### src/design/ddo_pkg.sv
// Shared constants, register indexes and helper functions for the odometry block.
package ddo_pkg;

  // Default parameter values.
  localparam int unsigned COUNT_BITS_DEF   = 16;
  localparam int unsigned CORDIC_STEPS_DEF = 16;

  // Configuration port shape.
  localparam int unsigned CFG_IDX_W  = 3;
  localparam int unsigned CFG_DATA_W = 32;

  // Register indexes.
  localparam logic [CFG_IDX_W-1:0] REG_COUNT_BASE    = 3'd0;
  localparam logic [CFG_IDX_W-1:0] REG_DISTANCE_GAIN = 3'd1;
  localparam logic [CFG_IDX_W-1:0] REG_HEADING_GAIN  = 3'd2;
  localparam logic [CFG_IDX_W-1:0] REG_UPDATE_RATE   = 3'd3;
  localparam logic [CFG_IDX_W-1:0] REG_START_X       = 3'd4;
  localparam logic [CFG_IDX_W-1:0] REG_START_Y       = 3'd5;
  localparam logic [CFG_IDX_W-1:0] REG_START_HEADING = 3'd6;

  // Register reset values.
  localparam logic [15:0] COUNT_BASE_RST    = 16'd32768;
  localparam logic [23:0] DISTANCE_GAIN_RST = 24'd38600;
  localparam logic [23:0] HEADING_GAIN_RST  = 24'd4194304;
  localparam logic [15:0] UPDATE_RATE_RST   = 16'd1000;
  localparam logic [31:0] START_X_RST       = 32'd294912;
  localparam logic [31:0] START_Y_RST       = 32'd294912;
  localparam logic [31:0] START_HEADING_RST = 32'h4000_0000;

  // CORDIC gain compensation, Q0.30.
  localparam int unsigned  CORDIC_K_W = 30;
  localparam logic [29:0]  CORDIC_K   = 30'h26DD3B6A;

  // Datapath widths of the rotation stage.
  localparam int unsigned CLAMP_W = 34;
  localparam int unsigned ROT_W   = 36;
  localparam int unsigned ANG_W   = 34;

  // Arctangent of 2^-i in binary-angle units.
  function automatic logic [31:0] atan_lut(input logic [4:0] idx);
    logic [31:0] r;
    case (idx)
      5'd0:  r = 32'h20000000;
      5'd1:  r = 32'h12E4051E;
      5'd2:  r = 32'h09FB385B;
      5'd3:  r = 32'h051111D4;
      5'd4:  r = 32'h028B0D43;
      5'd5:  r = 32'h0145D7E1;
      5'd6:  r = 32'h00A2F61E;
      5'd7:  r = 32'h00517C55;
      5'd8:  r = 32'h0028BE53;
      5'd9:  r = 32'h00145F2F;
      5'd10: r = 32'h000A2F98;
      5'd11: r = 32'h000517CC;
      5'd12: r = 32'h00028BE6;
      5'd13: r = 32'h000145F3;
      5'd14: r = 32'h0000A2FA;
      5'd15: r = 32'h0000517D;
      5'd16: r = 32'h000028BE;
      5'd17: r = 32'h0000145F;
      5'd18: r = 32'h00000A30;
      5'd19: r = 32'h00000518;
      5'd20: r = 32'h0000028C;
      5'd21: r = 32'h00000146;
      5'd22: r = 32'h000000A3;
      5'd23: r = 32'h00000051;
      5'd24: r = 32'h00000029;
      5'd25: r = 32'h00000014;
      5'd26: r = 32'h0000000A;
      5'd27: r = 32'h00000005;
      5'd28: r = 32'h00000003;
      5'd29: r = 32'h00000001;
      default: r = 32'h0;
    endcase
    return r;
  endfunction

  // Saturate a wide signed value to 32 bits.
  function automatic logic [31:0] sat32(input logic signed [63:0] v);
    logic [31:0] r;
    if (v > 64'sh7FFF_FFFF) begin
      r = 32'h7FFF_FFFF;
    end else if (v < -64'sh8000_0000) begin
      r = 32'h8000_0000;
    end else begin
      r = v[31:0];
    end
    return r;
  endfunction

  // Clamp a wide signed value to [-2^32, 2^32].
  function automatic logic signed [CLAMP_W-1:0] clamp34(input logic signed [63:0] v);
    logic signed [CLAMP_W-1:0] r;
    if (v > 64'sh1_0000_0000) begin
      r = 34'sh1_0000_0000;
    end else if (v < -64'sh1_0000_0000) begin
      r = -34'sh1_0000_0000;
    end else begin
      r = v[CLAMP_W-1:0];
    end
    return r;
  endfunction

endpackage

### src/design/ddo_in_if.sv
// Input and output channel interfaces of the odometry block.
interface ddo_in_if import ddo_pkg::*; #(
  parameter int unsigned COUNT_BITS = COUNT_BITS_DEF
) ();
  logic                  valid;
  logic                  ready;
  logic                  action;
  logic [COUNT_BITS-1:0] right_count;
  logic [COUNT_BITS-1:0] left_count;

  modport source (output valid, action, right_count, left_count, input ready);
  modport sink   (input valid, action, right_count, left_count, output ready);
endinterface

interface ddo_out_if ();
  logic        valid;
  logic        ready;
  logic [31:0] pos_x;
  logic [31:0] pos_y;
  logic [31:0] heading;
  logic [31:0] speed;
  logic [31:0] turn_rate;

  modport source (output valid, pos_x, pos_y, heading, speed, turn_rate, input ready);
  modport sink   (input valid, pos_x, pos_y, heading, speed, turn_rate, output ready);
endinterface

### src/design/ddo_sermul.sv
// Bit-serial shift-add multiplier: signed multiplicand, unsigned multiplier.
module ddo_sermul #(
  parameter int unsigned WA = 18,
  parameter int unsigned WB = 24
) (
  input  logic                      clk_i,
  input  logic                      rst_ni,
  input  logic                      start_i,
  input  logic signed [WA-1:0]      a_i,
  input  logic        [WB-1:0]      b_i,
  output logic                      done_o,
  output logic signed [WA+WB-1:0]   p_o
);

  localparam int unsigned CW = $clog2(WB + 1);

  logic                    busy_q, done_q;
  logic [CW-1:0]           cnt_q;
  logic signed [WA+WB-1:0] a_q, acc_q;
  logic [WB-1:0]           b_q;

  // Control: count one multiplier bit per cycle.
  always_ff @(posedge clk_i or negedge rst_ni) begin
    if (!rst_ni) begin
      busy_q <= 1'b0;
      done_q <= 1'b0;
      cnt_q  <= '0;
    end else begin
      done_q <= 1'b0;
      if (start_i) begin
        busy_q <= 1'b1;
        cnt_q  <= CW'(WB);
      end else if (busy_q) begin
        cnt_q <= cnt_q - 1'b1;
        if (cnt_q == CW'(1)) begin
          busy_q <= 1'b0;
          done_q <= 1'b1;
        end
      end
    end
  end

  // Datapath: add the shifted multiplicand when the current bit is set.
  always_ff @(posedge clk_i) begin
    if (start_i) begin
      a_q   <= (WA+WB)'(a_i);
      b_q   <= b_i;
      acc_q <= '0;
    end else if (busy_q) begin
      if (b_q[0]) begin
        acc_q <= acc_q + a_q;
      end
      a_q <= a_q <<< 1;
      b_q <= b_q >> 1;
    end
  end

  assign done_o = done_q;
  assign p_o    = acc_q;

endmodule

### src/design/ddo_cordic.sv
// Iterative rotation-mode CORDIC, one micro-rotation per cycle.
module ddo_cordic import ddo_pkg::*; #(
  parameter int unsigned CORDIC_STEPS = CORDIC_STEPS_DEF
) (
  input  logic                     clk_i,
  input  logic                     rst_ni,
  input  logic                     start_i,
  input  logic signed [CLAMP_W-1:0] x0_i,
  input  logic signed [31:0]       z0_i,
  output logic                     done_o,
  output logic signed [ROT_W-1:0]  x_o,
  output logic signed [ROT_W-1:0]  y_o
);

  localparam int unsigned IW = $clog2(CORDIC_STEPS);

  logic                    busy_q, done_q;
  logic [IW-1:0]           i_q;
  logic signed [ROT_W-1:0] x_q, y_q, xs, ys;
  logic signed [ANG_W-1:0] z_q, at;

  assign xs = x_q >>> i_q;
  assign ys = y_q >>> i_q;
  assign at = $signed(ANG_W'(atan_lut(5'(i_q))));

  // Step counter.
  always_ff @(posedge clk_i or negedge rst_ni) begin
    if (!rst_ni) begin
      busy_q <= 1'b0;
      done_q <= 1'b0;
      i_q    <= '0;
    end else begin
      done_q <= 1'b0;
      if (start_i) begin
        busy_q <= 1'b1;
        i_q    <= '0;
      end else if (busy_q) begin
        i_q <= i_q + 1'b1;
        if (i_q == IW'(CORDIC_STEPS - 1)) begin
          busy_q <= 1'b0;
          done_q <= 1'b1;
        end
      end
    end
  end

  // Micro-rotation toward zero residual angle.
  always_ff @(posedge clk_i) begin
    if (start_i) begin
      x_q <= ROT_W'(x0_i);
      y_q <= '0;
      z_q <= ANG_W'(z0_i);
    end else if (busy_q) begin
      if (!z_q[ANG_W-1]) begin
        x_q <= x_q - ys;
        y_q <= y_q + xs;
        z_q <= z_q - at;
      end else begin
        x_q <= x_q + ys;
        y_q <= y_q - xs;
        z_q <= z_q + at;
      end
    end
  end

  assign done_o = done_q;
  assign x_o    = x_q;
  assign y_o    = y_q;

endmodule

### src/design/differential_drive_odometry.sv
// Integrate action: the serial gain multipliers, the gain-compensation multiply
// and the CORDIC (one step per cycle) run in sequence; one tick is worked at a time.
// Restart action: the start pose is loaded and the sequencer goes straight to the output
// state. A new item is taken while a result waits in the output register. Reset loads
// default registers and start pose.
module differential_drive_odometry import ddo_pkg::*; #(
  parameter int unsigned COUNT_BITS   = COUNT_BITS_DEF,
  parameter int unsigned CORDIC_STEPS = CORDIC_STEPS_DEF
) (
  input  logic                  clk_i,
  input  logic                  rst_ni,
  input  logic                  cfg_we_i,
  input  logic [CFG_IDX_W-1:0]  cfg_idx_i,
  input  logic [CFG_DATA_W-1:0] cfg_data_i,
  ddo_in_if.sink                in_i,
  ddo_out_if.source             out_o
);

  localparam int unsigned WD = COUNT_BITS + 2;
  localparam int unsigned WP = WD + 24;

  localparam logic [2:0] S_IDLE = 3'd0;
  localparam logic [2:0] S_MUL1 = 3'd1;
  localparam logic [2:0] S_MUL2 = 3'd2;
  localparam logic [2:0] S_ROT  = 3'd3;
  localparam logic [2:0] S_OUT  = 3'd4;

  logic [15:0] count_base_q, update_rate_q;
  logic [23:0] distance_gain_q, heading_gain_q;
  logic [31:0] start_x_q, start_y_q, start_heading_q;
  logic [31:0] pose_x_q, pose_y_q, pose_h_q;
  logic [2:0]  state_q;
  logic        ov_q, zero_rates_q;
  logic [31:0] mid_q, dfi_lo_q, speed_q, turn_q;

  // Configuration writes.
  always_ff @(posedge clk_i or negedge rst_ni) begin
    if (!rst_ni) begin
      count_base_q    <= COUNT_BASE_RST;
      distance_gain_q <= DISTANCE_GAIN_RST;
      heading_gain_q  <= HEADING_GAIN_RST;
      update_rate_q   <= UPDATE_RATE_RST;
      start_x_q       <= START_X_RST;
      start_y_q       <= START_Y_RST;
      start_heading_q <= START_HEADING_RST;
    end else if (cfg_we_i) begin
      unique case (cfg_idx_i)
        REG_COUNT_BASE:    count_base_q    <= cfg_data_i[15:0];
        REG_DISTANCE_GAIN: distance_gain_q <= cfg_data_i[23:0];
        REG_HEADING_GAIN:  heading_gain_q  <= cfg_data_i[23:0];
        REG_UPDATE_RATE:   update_rate_q   <= cfg_data_i[15:0];
        REG_START_X:       start_x_q       <= cfg_data_i;
        REG_START_Y:       start_y_q       <= cfg_data_i;
        REG_START_HEADING: start_heading_q <= cfg_data_i;
        default: ;
      endcase
    end
  end

  // Wheel deltas and their sum and difference.
  logic                  in_acc;
  logic [COUNT_BITS-1:0] base;
  logic signed [COUNT_BITS:0] dr, dl;
  logic signed [WD-1:0]  sum_w, diff_w;

  assign in_acc   = in_i.valid && in_i.ready;
  assign in_i.ready = (state_q == S_IDLE);
  assign base   = COUNT_BITS'(count_base_q);
  assign dr     = $signed({1'b0, in_i.right_count}) - $signed({1'b0, base});
  assign dl     = $signed({1'b0, in_i.left_count}) - $signed({1'b0, base});
  assign sum_w  = WD'(dr) + WD'(dl);
  assign diff_w = WD'(dl) - WD'(dr);

  // First multiply pass: distance and heading increments.
  logic                m1_start, ds_done, fi_done;
  logic signed [WP-1:0] p_ds, p_fi;

  assign m1_start = in_acc && !in_i.action;

  ddo_sermul #(.WA(WD), .WB(24)) u_mul_ds (
    .clk_i, .rst_ni, .start_i(m1_start), .a_i(sum_w), .b_i(distance_gain_q),
    .done_o(ds_done), .p_o(p_ds)
  );

  ddo_sermul #(.WA(WD), .WB(24)) u_mul_fi (
    .clk_i, .rst_ni, .start_i(m1_start), .a_i(diff_w), .b_i(heading_gain_q),
    .done_o(fi_done), .p_o(p_fi)
  );

  // Scale, clamp and midpoint heading.
  logic                      m2_start;
  logic signed [63:0]        dfi_full, half_full;
  logic signed [CLAMP_W-1:0] ds_cl, dfi_cl;

  assign m2_start  = (state_q == S_MUL1) && ds_done;
  assign dfi_full  = 64'(p_fi >>> 8);
  assign half_full = 64'(p_fi >>> 9);
  assign ds_cl     = clamp34(64'(p_ds >>> 9));
  assign dfi_cl    = clamp34(dfi_full);

  // Second multiply pass: gain compensation and both rates.
  logic                             k_done, sp_done, tr_done;
  logic signed [CLAMP_W+CORDIC_K_W-1:0] p_k;
  logic signed [CLAMP_W+15:0]       p_sp, p_tr;

  ddo_sermul #(.WA(CLAMP_W), .WB(CORDIC_K_W)) u_mul_k (
    .clk_i, .rst_ni, .start_i(m2_start), .a_i(ds_cl), .b_i(CORDIC_K),
    .done_o(k_done), .p_o(p_k)
  );

  ddo_sermul #(.WA(CLAMP_W), .WB(16)) u_mul_sp (
    .clk_i, .rst_ni, .start_i(m2_start), .a_i(ds_cl), .b_i(update_rate_q),
    .done_o(sp_done), .p_o(p_sp)
  );

  ddo_sermul #(.WA(CLAMP_W), .WB(16)) u_mul_tr (
    .clk_i, .rst_ni, .start_i(m2_start), .a_i(dfi_cl), .b_i(update_rate_q),
    .done_o(tr_done), .p_o(p_tr)
  );

  // Quadrant reduction of the midpoint heading.
  logic                      rot_start, flip;
  logic signed [CLAMP_W-1:0] kx, x0;
  logic [31:0]               ang;

  assign rot_start = (state_q == S_MUL2) && k_done;
  assign kx   = CLAMP_W'(p_k >>> 30);
  assign flip = mid_q[31] ^ mid_q[30];
  assign x0   = flip ? -kx : kx;
  assign ang  = flip ? {~mid_q[31], mid_q[30:0]} : mid_q;

  logic                    rot_done;
  logic signed [ROT_W-1:0] rot_x, rot_y;

  ddo_cordic #(.CORDIC_STEPS(CORDIC_STEPS)) u_cordic (
    .clk_i, .rst_ni, .start_i(rot_start), .x0_i(x0), .z0_i($signed(ang)),
    .done_o(rot_done), .x_o(rot_x), .y_o(rot_y)
  );

  // Sequencer and pose state.
  logic out_free;
  assign out_free = !ov_q || out_o.ready;

  always_ff @(posedge clk_i or negedge rst_ni) begin
    if (!rst_ni) begin
      state_q  <= S_IDLE;
      pose_x_q <= START_X_RST;
      pose_y_q <= START_Y_RST;
      pose_h_q <= START_HEADING_RST;
    end else begin
      unique case (state_q)
        S_IDLE: begin
          if (in_acc) begin
            if (in_i.action) begin
              pose_x_q <= start_x_q;
              pose_y_q <= start_y_q;
              pose_h_q <= start_heading_q;
              state_q  <= S_OUT;
            end else begin
              state_q <= S_MUL1;
            end
          end
        end
        S_MUL1: if (ds_done) state_q <= S_MUL2;
        S_MUL2: if (k_done) state_q <= S_ROT;
        S_ROT: begin
          if (rot_done) begin
            pose_x_q <= sat32(64'($signed(pose_x_q)) + 64'(rot_x));
            pose_y_q <= sat32(64'($signed(pose_y_q)) + 64'(rot_y));
            pose_h_q <= pose_h_q + dfi_lo_q;
            state_q  <= S_OUT;
          end
        end
        S_OUT: if (out_free) state_q <= S_IDLE;
        default: state_q <= S_IDLE;
      endcase
    end
  end

  // Intermediate results held between passes.
  always_ff @(posedge clk_i) begin
    if (in_acc) begin
      zero_rates_q <= in_i.action;
    end
    if (m2_start) begin
      mid_q    <= pose_h_q + half_full[31:0];
      dfi_lo_q <= dfi_full[31:0];
    end
    if (rot_start) begin
      speed_q <= sat32(64'(p_sp));
      turn_q  <= sat32(64'(p_tr));
    end
  end

  // Output register.
  always_ff @(posedge clk_i or negedge rst_ni) begin
    if (!rst_ni) begin
      ov_q <= 1'b0;
    end else if (state_q == S_OUT && out_free) begin
      ov_q <= 1'b1;
    end else if (out_o.ready) begin
      ov_q <= 1'b0;
    end
  end

  always_ff @(posedge clk_i) begin
    if (state_q == S_OUT && out_free) begin
      out_o.pos_x     <= pose_x_q;
      out_o.pos_y     <= pose_y_q;
      out_o.heading   <= pose_h_q;
      out_o.speed     <= zero_rates_q ? 32'h0 : speed_q;
      out_o.turn_rate <= zero_rates_q ? 32'h0 : turn_q;
    end
  end

  assign out_o.valid = ov_q;

  // Checks on the sequencer.
  a_restart_to_out: assert property (@(posedge clk_i) disable iff (!rst_ni)
    in_acc && in_i.action |=> state_q == S_OUT)
    else $error("restart did not go straight to output");

  a_mul_lockstep: assert property (@(posedge clk_i) disable iff (!rst_ni)
    ds_done |-> fi_done && state_q == S_MUL1)
    else $error("first multiply pass out of step");

  a_rates_ready: assert property (@(posedge clk_i) disable iff (!rst_ni)
    k_done |-> !sp_done && !tr_done && state_q == S_MUL2)
    else $error("rate products not finished before rotation");

  a_rot_state: assert property (@(posedge clk_i) disable iff (!rst_ni)
    rot_done |-> state_q == S_ROT)
    else $error("rotation finished outside its state");

  a_out_load: assert property (@(posedge clk_i) disable iff (!rst_ni)
    state_q == S_OUT && out_free |=> ov_q && state_q == S_IDLE)
    else $error("result not presented");

endmodule

### src/flat_wrapper.sv
// flat-port wrapper written by rule: the top's interface ports become plain ports
module differential_drive_odometry_flat import ddo_pkg::*;
#(
  parameter int unsigned COUNT_BITS   = COUNT_BITS_DEF,
  parameter int unsigned CORDIC_STEPS = CORDIC_STEPS_DEF
)
  (clk_i, rst_ni, cfg_we_i, cfg_idx_i, cfg_data_i, in_i_valid, in_i_action, in_i_right_count, in_i_left_count, in_i_ready, out_o_valid, out_o_pos_x, out_o_pos_y, out_o_heading, out_o_speed, out_o_turn_rate, out_o_ready);
  ddo_in_if #(.COUNT_BITS(COUNT_BITS)) in_i_i ();
  ddo_out_if out_o_i ();
  input  logic clk_i;
  input  logic rst_ni;
  input  logic cfg_we_i;
  input  logic [CFG_IDX_W-1:0] cfg_idx_i;
  input  logic [CFG_DATA_W-1:0] cfg_data_i;
  input wire logic [$bits(in_i_i.valid)-1:0] in_i_valid;
  input wire logic [$bits(in_i_i.action)-1:0] in_i_action;
  input wire logic [$bits(in_i_i.right_count)-1:0] in_i_right_count;
  input wire logic [$bits(in_i_i.left_count)-1:0] in_i_left_count;
  output wire logic [$bits(in_i_i.ready)-1:0] in_i_ready;
  output wire logic [$bits(out_o_i.valid)-1:0] out_o_valid;
  output wire logic [$bits(out_o_i.pos_x)-1:0] out_o_pos_x;
  output wire logic [$bits(out_o_i.pos_y)-1:0] out_o_pos_y;
  output wire logic [$bits(out_o_i.heading)-1:0] out_o_heading;
  output wire logic [$bits(out_o_i.speed)-1:0] out_o_speed;
  output wire logic [$bits(out_o_i.turn_rate)-1:0] out_o_turn_rate;
  input wire logic [$bits(out_o_i.ready)-1:0] out_o_ready;
  assign in_i_i.valid = in_i_valid;
  assign in_i_i.action = in_i_action;
  assign in_i_i.right_count = in_i_right_count;
  assign in_i_i.left_count = in_i_left_count;
  assign in_i_ready = in_i_i.ready;
  assign out_o_valid = out_o_i.valid;
  assign out_o_pos_x = out_o_i.pos_x;
  assign out_o_pos_y = out_o_i.pos_y;
  assign out_o_heading = out_o_i.heading;
  assign out_o_speed = out_o_i.speed;
  assign out_o_turn_rate = out_o_i.turn_rate;
  assign out_o_i.ready = out_o_ready;
  differential_drive_odometry #(.COUNT_BITS(COUNT_BITS), .CORDIC_STEPS(CORDIC_STEPS)) u_core (.clk_i(clk_i), .rst_ni(rst_ni), .cfg_we_i(cfg_we_i), .cfg_idx_i(cfg_idx_i), .cfg_data_i(cfg_data_i), .in_i(in_i_i), .out_o(out_o_i));
endmodule
### config.mk
export PLATFORM = sky130hd
export DESIGN_NAME = differential_drive_odometry_flat
export DESIGN_NICKNAME = d
export VERILOG_FILES = /design/src/design/ddo_pkg.sv /design/src/design/ddo_in_if.sv /design/src/design/ddo_sermul.sv /design/src/design/ddo_cordic.sv /design/src/design/differential_drive_odometry.sv /design/src/flat_wrapper.sv
export SDC_FILE = /design/constraint.sdc
export NUM_CORES = 2
export LEC_CHECK = 0
export BUFFER_PORTS_ARGS = -buffer_cell sky130_fd_sc_hd__buf_2
export CORE_UTILIZATION = 50
export CTS_BUF_LIST = sky130_fd_sc_hd__clkbuf_16
export DETAILED_ROUTE_END_ITERATION = 6
export PLACE_DENSITY = 0.68
export SLEW_MARGIN = 20
export SYNTH_ARGS = -nofsm -noshare
export SYNTH_HDL_FRONTEND = slang
export SYNTH_SLANG_ARGS = --single-unit
### constraint.sdc
create_clock -name clk_i -period 7.9 [get_ports clk_i]
set_clock_uncertainty 0.05 [all_clocks]
set_input_delay 0.395 -clock clk_i [delete_from_list [all_inputs] [get_ports clk_i]]
set_output_delay 0.395 -clock clk_i [all_outputs]
set_load 0.005 [all_outputs]
==> impl_metrics.tcl <==
set metrics [dict create \
    status "completed" \
    grt_max_degree 155 \
    dr_total_vias 67805 \
    die_area_um2 169000 \
    vdd_drop_max_v 0.000477 \
    dr.first_iter.drc_count 6146 \
    timing.max_slew.rel_slack_pct 24.8 \
    avgRoutedWirePerCell_um 20.6 \
    final_core_utilization_pct 55.5 \
    met1_usage_pct 35.9 \
    grt_util_all_layers_pct 27.0 \
    postSynthNetCount 9572 \
    ys_ff_latch 1315 \
    finalHoldViolations 0 \
    die_x_um 411 \
    total_leakage_power_nw 39.4 \
    fin_crit_sh_pct 89.2 \
    type_of_the_setup_path_with_the_least_slack "reg -> reg" \
    drc 0 \
    most_frequent_standard_cell_in_the_layout_excluding_fill_and_tap_cells "sky130_fd_sc_hd__nand2_1" \
    drive_above_1_share_pct 9.80 \
    setup_tns_ns 0 \
    post_synth_mux_area_share_pct 6.44 \
    layout.cells.most_common_list "sky130_fd_sc_hd__nand2_1 (1476), sky130_fd_sc_hd__a21oi_1 (860), sky130_fd_sc_hd__edfxtp_1 (687)" \
    crit_path_start "u_core.u_cordic.i_q[0]" \
    hp-class "in -> reg" \
    synthAdderAreaFrac_pct 8.89 \
    max-cap-violations 0 \
    critical_path_arrival_ns 7.54 \
    grt_util_met2_pct 43.7 \
    worstReg2RegEnd "u_core.u_cordic.z_q[33]" \
    post-cts-setup-buffers 0 \
    area_growth_pct 9.86 \
    critical_path.startpoint_type "flip-flop" \
    synthFlopType "sky130_fd_sc_hd__edfxtp_1" \
    worst-slew-pin-transition_ns 1.13 \
    floorplan.initialDensity_pct 50.5 \
    fmax_ghz 0.142 \
    ys_seq_area_share_pct 41.7 \
    postRouteWirelength_mm 233 \
    report.power.total_mw 47.8 \
    antenna_found_initial 17 \
    netlist.top_cell.by_area "sky130_fd_sc_hd__edfxtp_1" \
    clk-insertion-delay-late_ns 0.81 \
    timing.critical_path.to "u_core.u_cordic.z_q[33]" \
    pre_cts_slack_ns 0.959 \
    post_synth_inst_count 8915 \
    die_y_um 411 \
    cp.required_ns 8.39 \
    port-buffer-count 234 \
    placeableCoreArea_um2 165000 \
    rsz0062_at_grt "false" \
    finalInstanceArea_um2 91700 \
    cts_max_level 4 \
    main_combinational_cell_family_by_area_after_synthesis "compound AO/OA/AOI/OAI gates" \
    worst-path-max-fanout 56 \
    power_density_nw_per_um2 521 \
    timing.reg2reg.worst_path_depth 21 \
    synthDominantCellAreaShare_pct 24.7 \
    io_pins 235 \
    maximum_buffer_depth_of_the_clock_tree 3 \
    ctsResizeCount 0 \
    worst_setup_hold_path_clk_slew_ns 0.07 \
    grt_busiest_layer "met2" \
    floorplan.rows 149 \
    clkSinkCount 1315 \
    grt_residual_overflow 0 \
    area_fraction_in_compound_gates_after_synthesis_pct 17.2 \
    simple_gate_share_of_the_synthesized_area_pct 16.6 \
    first_global_vias 64447 \
    timing.final.setup_violations 0 \
    synthXorXnorAreaFrac_pct 5.95 \
    place.detailed.hpwl_mm 169 \
    layout_min_cycle_time_ns 7.04 \
    antenna_left 0 \
    synth_area_leaders "sky130_fd_sc_hd__edfxtp_1 (25%), sky130_fd_sc_hd__dfrtp_1 (8.7%), sky130_fd_sc_hd__ha_1 (8.5%)" \
    finalNetCount 9664 \
    vias_per_cell 5.98 \
    synthArstFlopShare_pct 23.9 \
    ys.warnings.count 0 \
    globalplace.congestion 0.943 \
    cts_hold_repair.buffers 37 \
    layout_setup_ws_ns 0.856 \
    number_of_distinct_library_cells_after_synthesis 93 \
    syn-cell-area_um2 83500 \
    post_synth.cell_area_avg_um2 9.37 \
    worst_r2r_setup_slack_ns 0.86 \
    final_max_slew_viol_count 0 \
    global_route_wire_length_before_repair_mm 363 \
    dpl_cell_area_um2 86400 \
    cts_tree "built" \
    met3_grt_util_pct 4.31 \
    worst_r2r_startpoint "u_core.u_cordic.i_q[0]" \
    drt_pre_antenna_iters 6 \
    synth_enable_flop_cells 687 \
    worst_setup_path_end_kind "flip-flop" \
    numCtsBuffers 149 \
    clk_root_buffer_cell "sky130_fd_sc_hd__clkbuf_16" \
]
[power breakdown]
part	switching, mW	leakage, nW	internal, mW
Sequential	2.10	12.8	10.5
Clock	2.99	2.52	3.98
Combinational	16.3	24.1	11.9
[sequential cells by signal, summed over array words and instances (netlist names), 34 cells and up]
| name | count |
|---|---|
| u_core.u_mul_fi.a_q | 42 |
| u_core.u_mul_k.p_o | 64 |
| u_core.u_cordic.z_q | 34 |
| u_core.u_mul_fi.p_o | 42 |
| u_core.u_mul_sp.a_q | 50 |
| u_core.u_mul_ds.p_o | 42 |
| u_core.u_mul_sp.p_o | 50 |
| u_core.u_cordic.y_o | 36 |
| u_core.u_cordic.x_o | 36 |
| u_core.u_mul_k.a_q | 64 |
| u_core.u_mul_tr.a_q | 50 |
| u_core.u_mul_tr.p_o | 50 |
| u_core.u_mul_ds.a_q | 42 |
[worst min-delay path by stage]
| stage | to | cells past startpoint | start | slack, ns |
|---|---|---|---|---|
| floorplan | u_core.base[0] | 0 | rst_ni | 0.05 |
| finish | u_core.base[0] | 2 | cfg_data_i[0] | 0.10 |
| detailed placement | u_core.u_mul_k.b_q[29] | 1 | u_core.u_mul_k.b_q[29] | 0.40 |
| CTS | u_core.base[0] | 2 | cfg_data_i[0] | 0.03 |
| global route | u_core.distance_gain_q[0] | 2 | cfg_data_i[0] | 0.06 |
| global placement | u_core.u_mul_k.b_q[29] | 1 | u_core.u_mul_k.b_q[29] | 0.39 |
[metrics by stage]
step,std cells,hold WS (ns)
after floorplan,8915,0.0494
after global placement,11007,0.391
after detailed placement,11007,0.395
after CTS,11324,0.0281
after global routing,11325,0.0614
final,11331,0.105
[routing by layer]
metal	vias to the layer above	wire length [um]
li1	32447	-
met1	32751	101000
met2	2085	108000
met3	510	13900
met4	12	9790
met5	-	74
[logic make-up (layout without fill, tap and decap cells)]
logic type,after synthesis,count (layout)
flip-flops,1315,1315
other,0,6
multiplexers,389,389
AND/OR/NAND/NOR,3083,3083
XOR/XNOR,567,567
buffers and inverters,657,878
adder cells (fa/ha/maj),584,584
AO/OA/AOI/OAI,2320,2320
[synthesized netlist by cell type (all sizes together), types with 95 or more instances]
cell type  count
mux2i        110
dfrtp        289
xnor2        369
xor2         198
o21a         103
clkbuf       315
a21oi        862
nand2       1485
edfxtp       687
ha           568
or3           95
mux2         189
a21o         270
nor3         132
dfxtp        314
inv          254
nor2         655
nand3        132
o21ai        481
nor2b        149
[layout make-up]
| cell class | instances | area, um^2 |
|---|---|---|
| clock inverters | 129 | 1180 |
| flip-flops and latches | 1315 | 34800 |
| fillers | 14594 | 73600 |
| repair buffers | 344 | 2120 |
| multi-input cells | 6943 | 46100 |
| well taps | 2189 | 2740 |
| clock buffers | 151 | 3780 |
| diodes | 6 | 15.0 |
| inverters | 254 | 966 |
[worst max-delay path, cell delays in order (launching register included)]
cell and delay [ns]:
sky130_fd_sc_hd__dfrtp_4 1.00, sky130_fd_sc_hd__inv_2 0.51, sky130_fd_sc_hd__ha_1 0.56, sky130_fd_sc_hd__a21oi_1 0.12, sky130_fd_sc_hd__o21ai_0 0.33, sky130_fd_sc_hd__or3b_2 0.50
sky130_fd_sc_hd__nor3_1 0.26, sky130_fd_sc_hd__nand3b_1 0.14, sky130_fd_sc_hd__nand3b_1 0.23, sky130_fd_sc_hd__nor2b_1 0.30, sky130_fd_sc_hd__xnor2_1 0.25, sky130_fd_sc_hd__ha_1 0.42
sky130_fd_sc_hd__nand2_1 0.07, sky130_fd_sc_hd__nor3_1 0.24, sky130_fd_sc_hd__nand3_1 0.10, sky130_fd_sc_hd__or3_1 0.33, sky130_fd_sc_hd__a21oi_1 0.29, sky130_fd_sc_hd__o21ai_0 0.20
sky130_fd_sc_hd__a31oi_1 0.36, sky130_fd_sc_hd__a41oi_1 0.22, sky130_fd_sc_hd__nor3_1 0.21, sky130_fd_sc_hd__a221oi_1 0.07
Note: power is estimated with default switching activity, not from simulation.
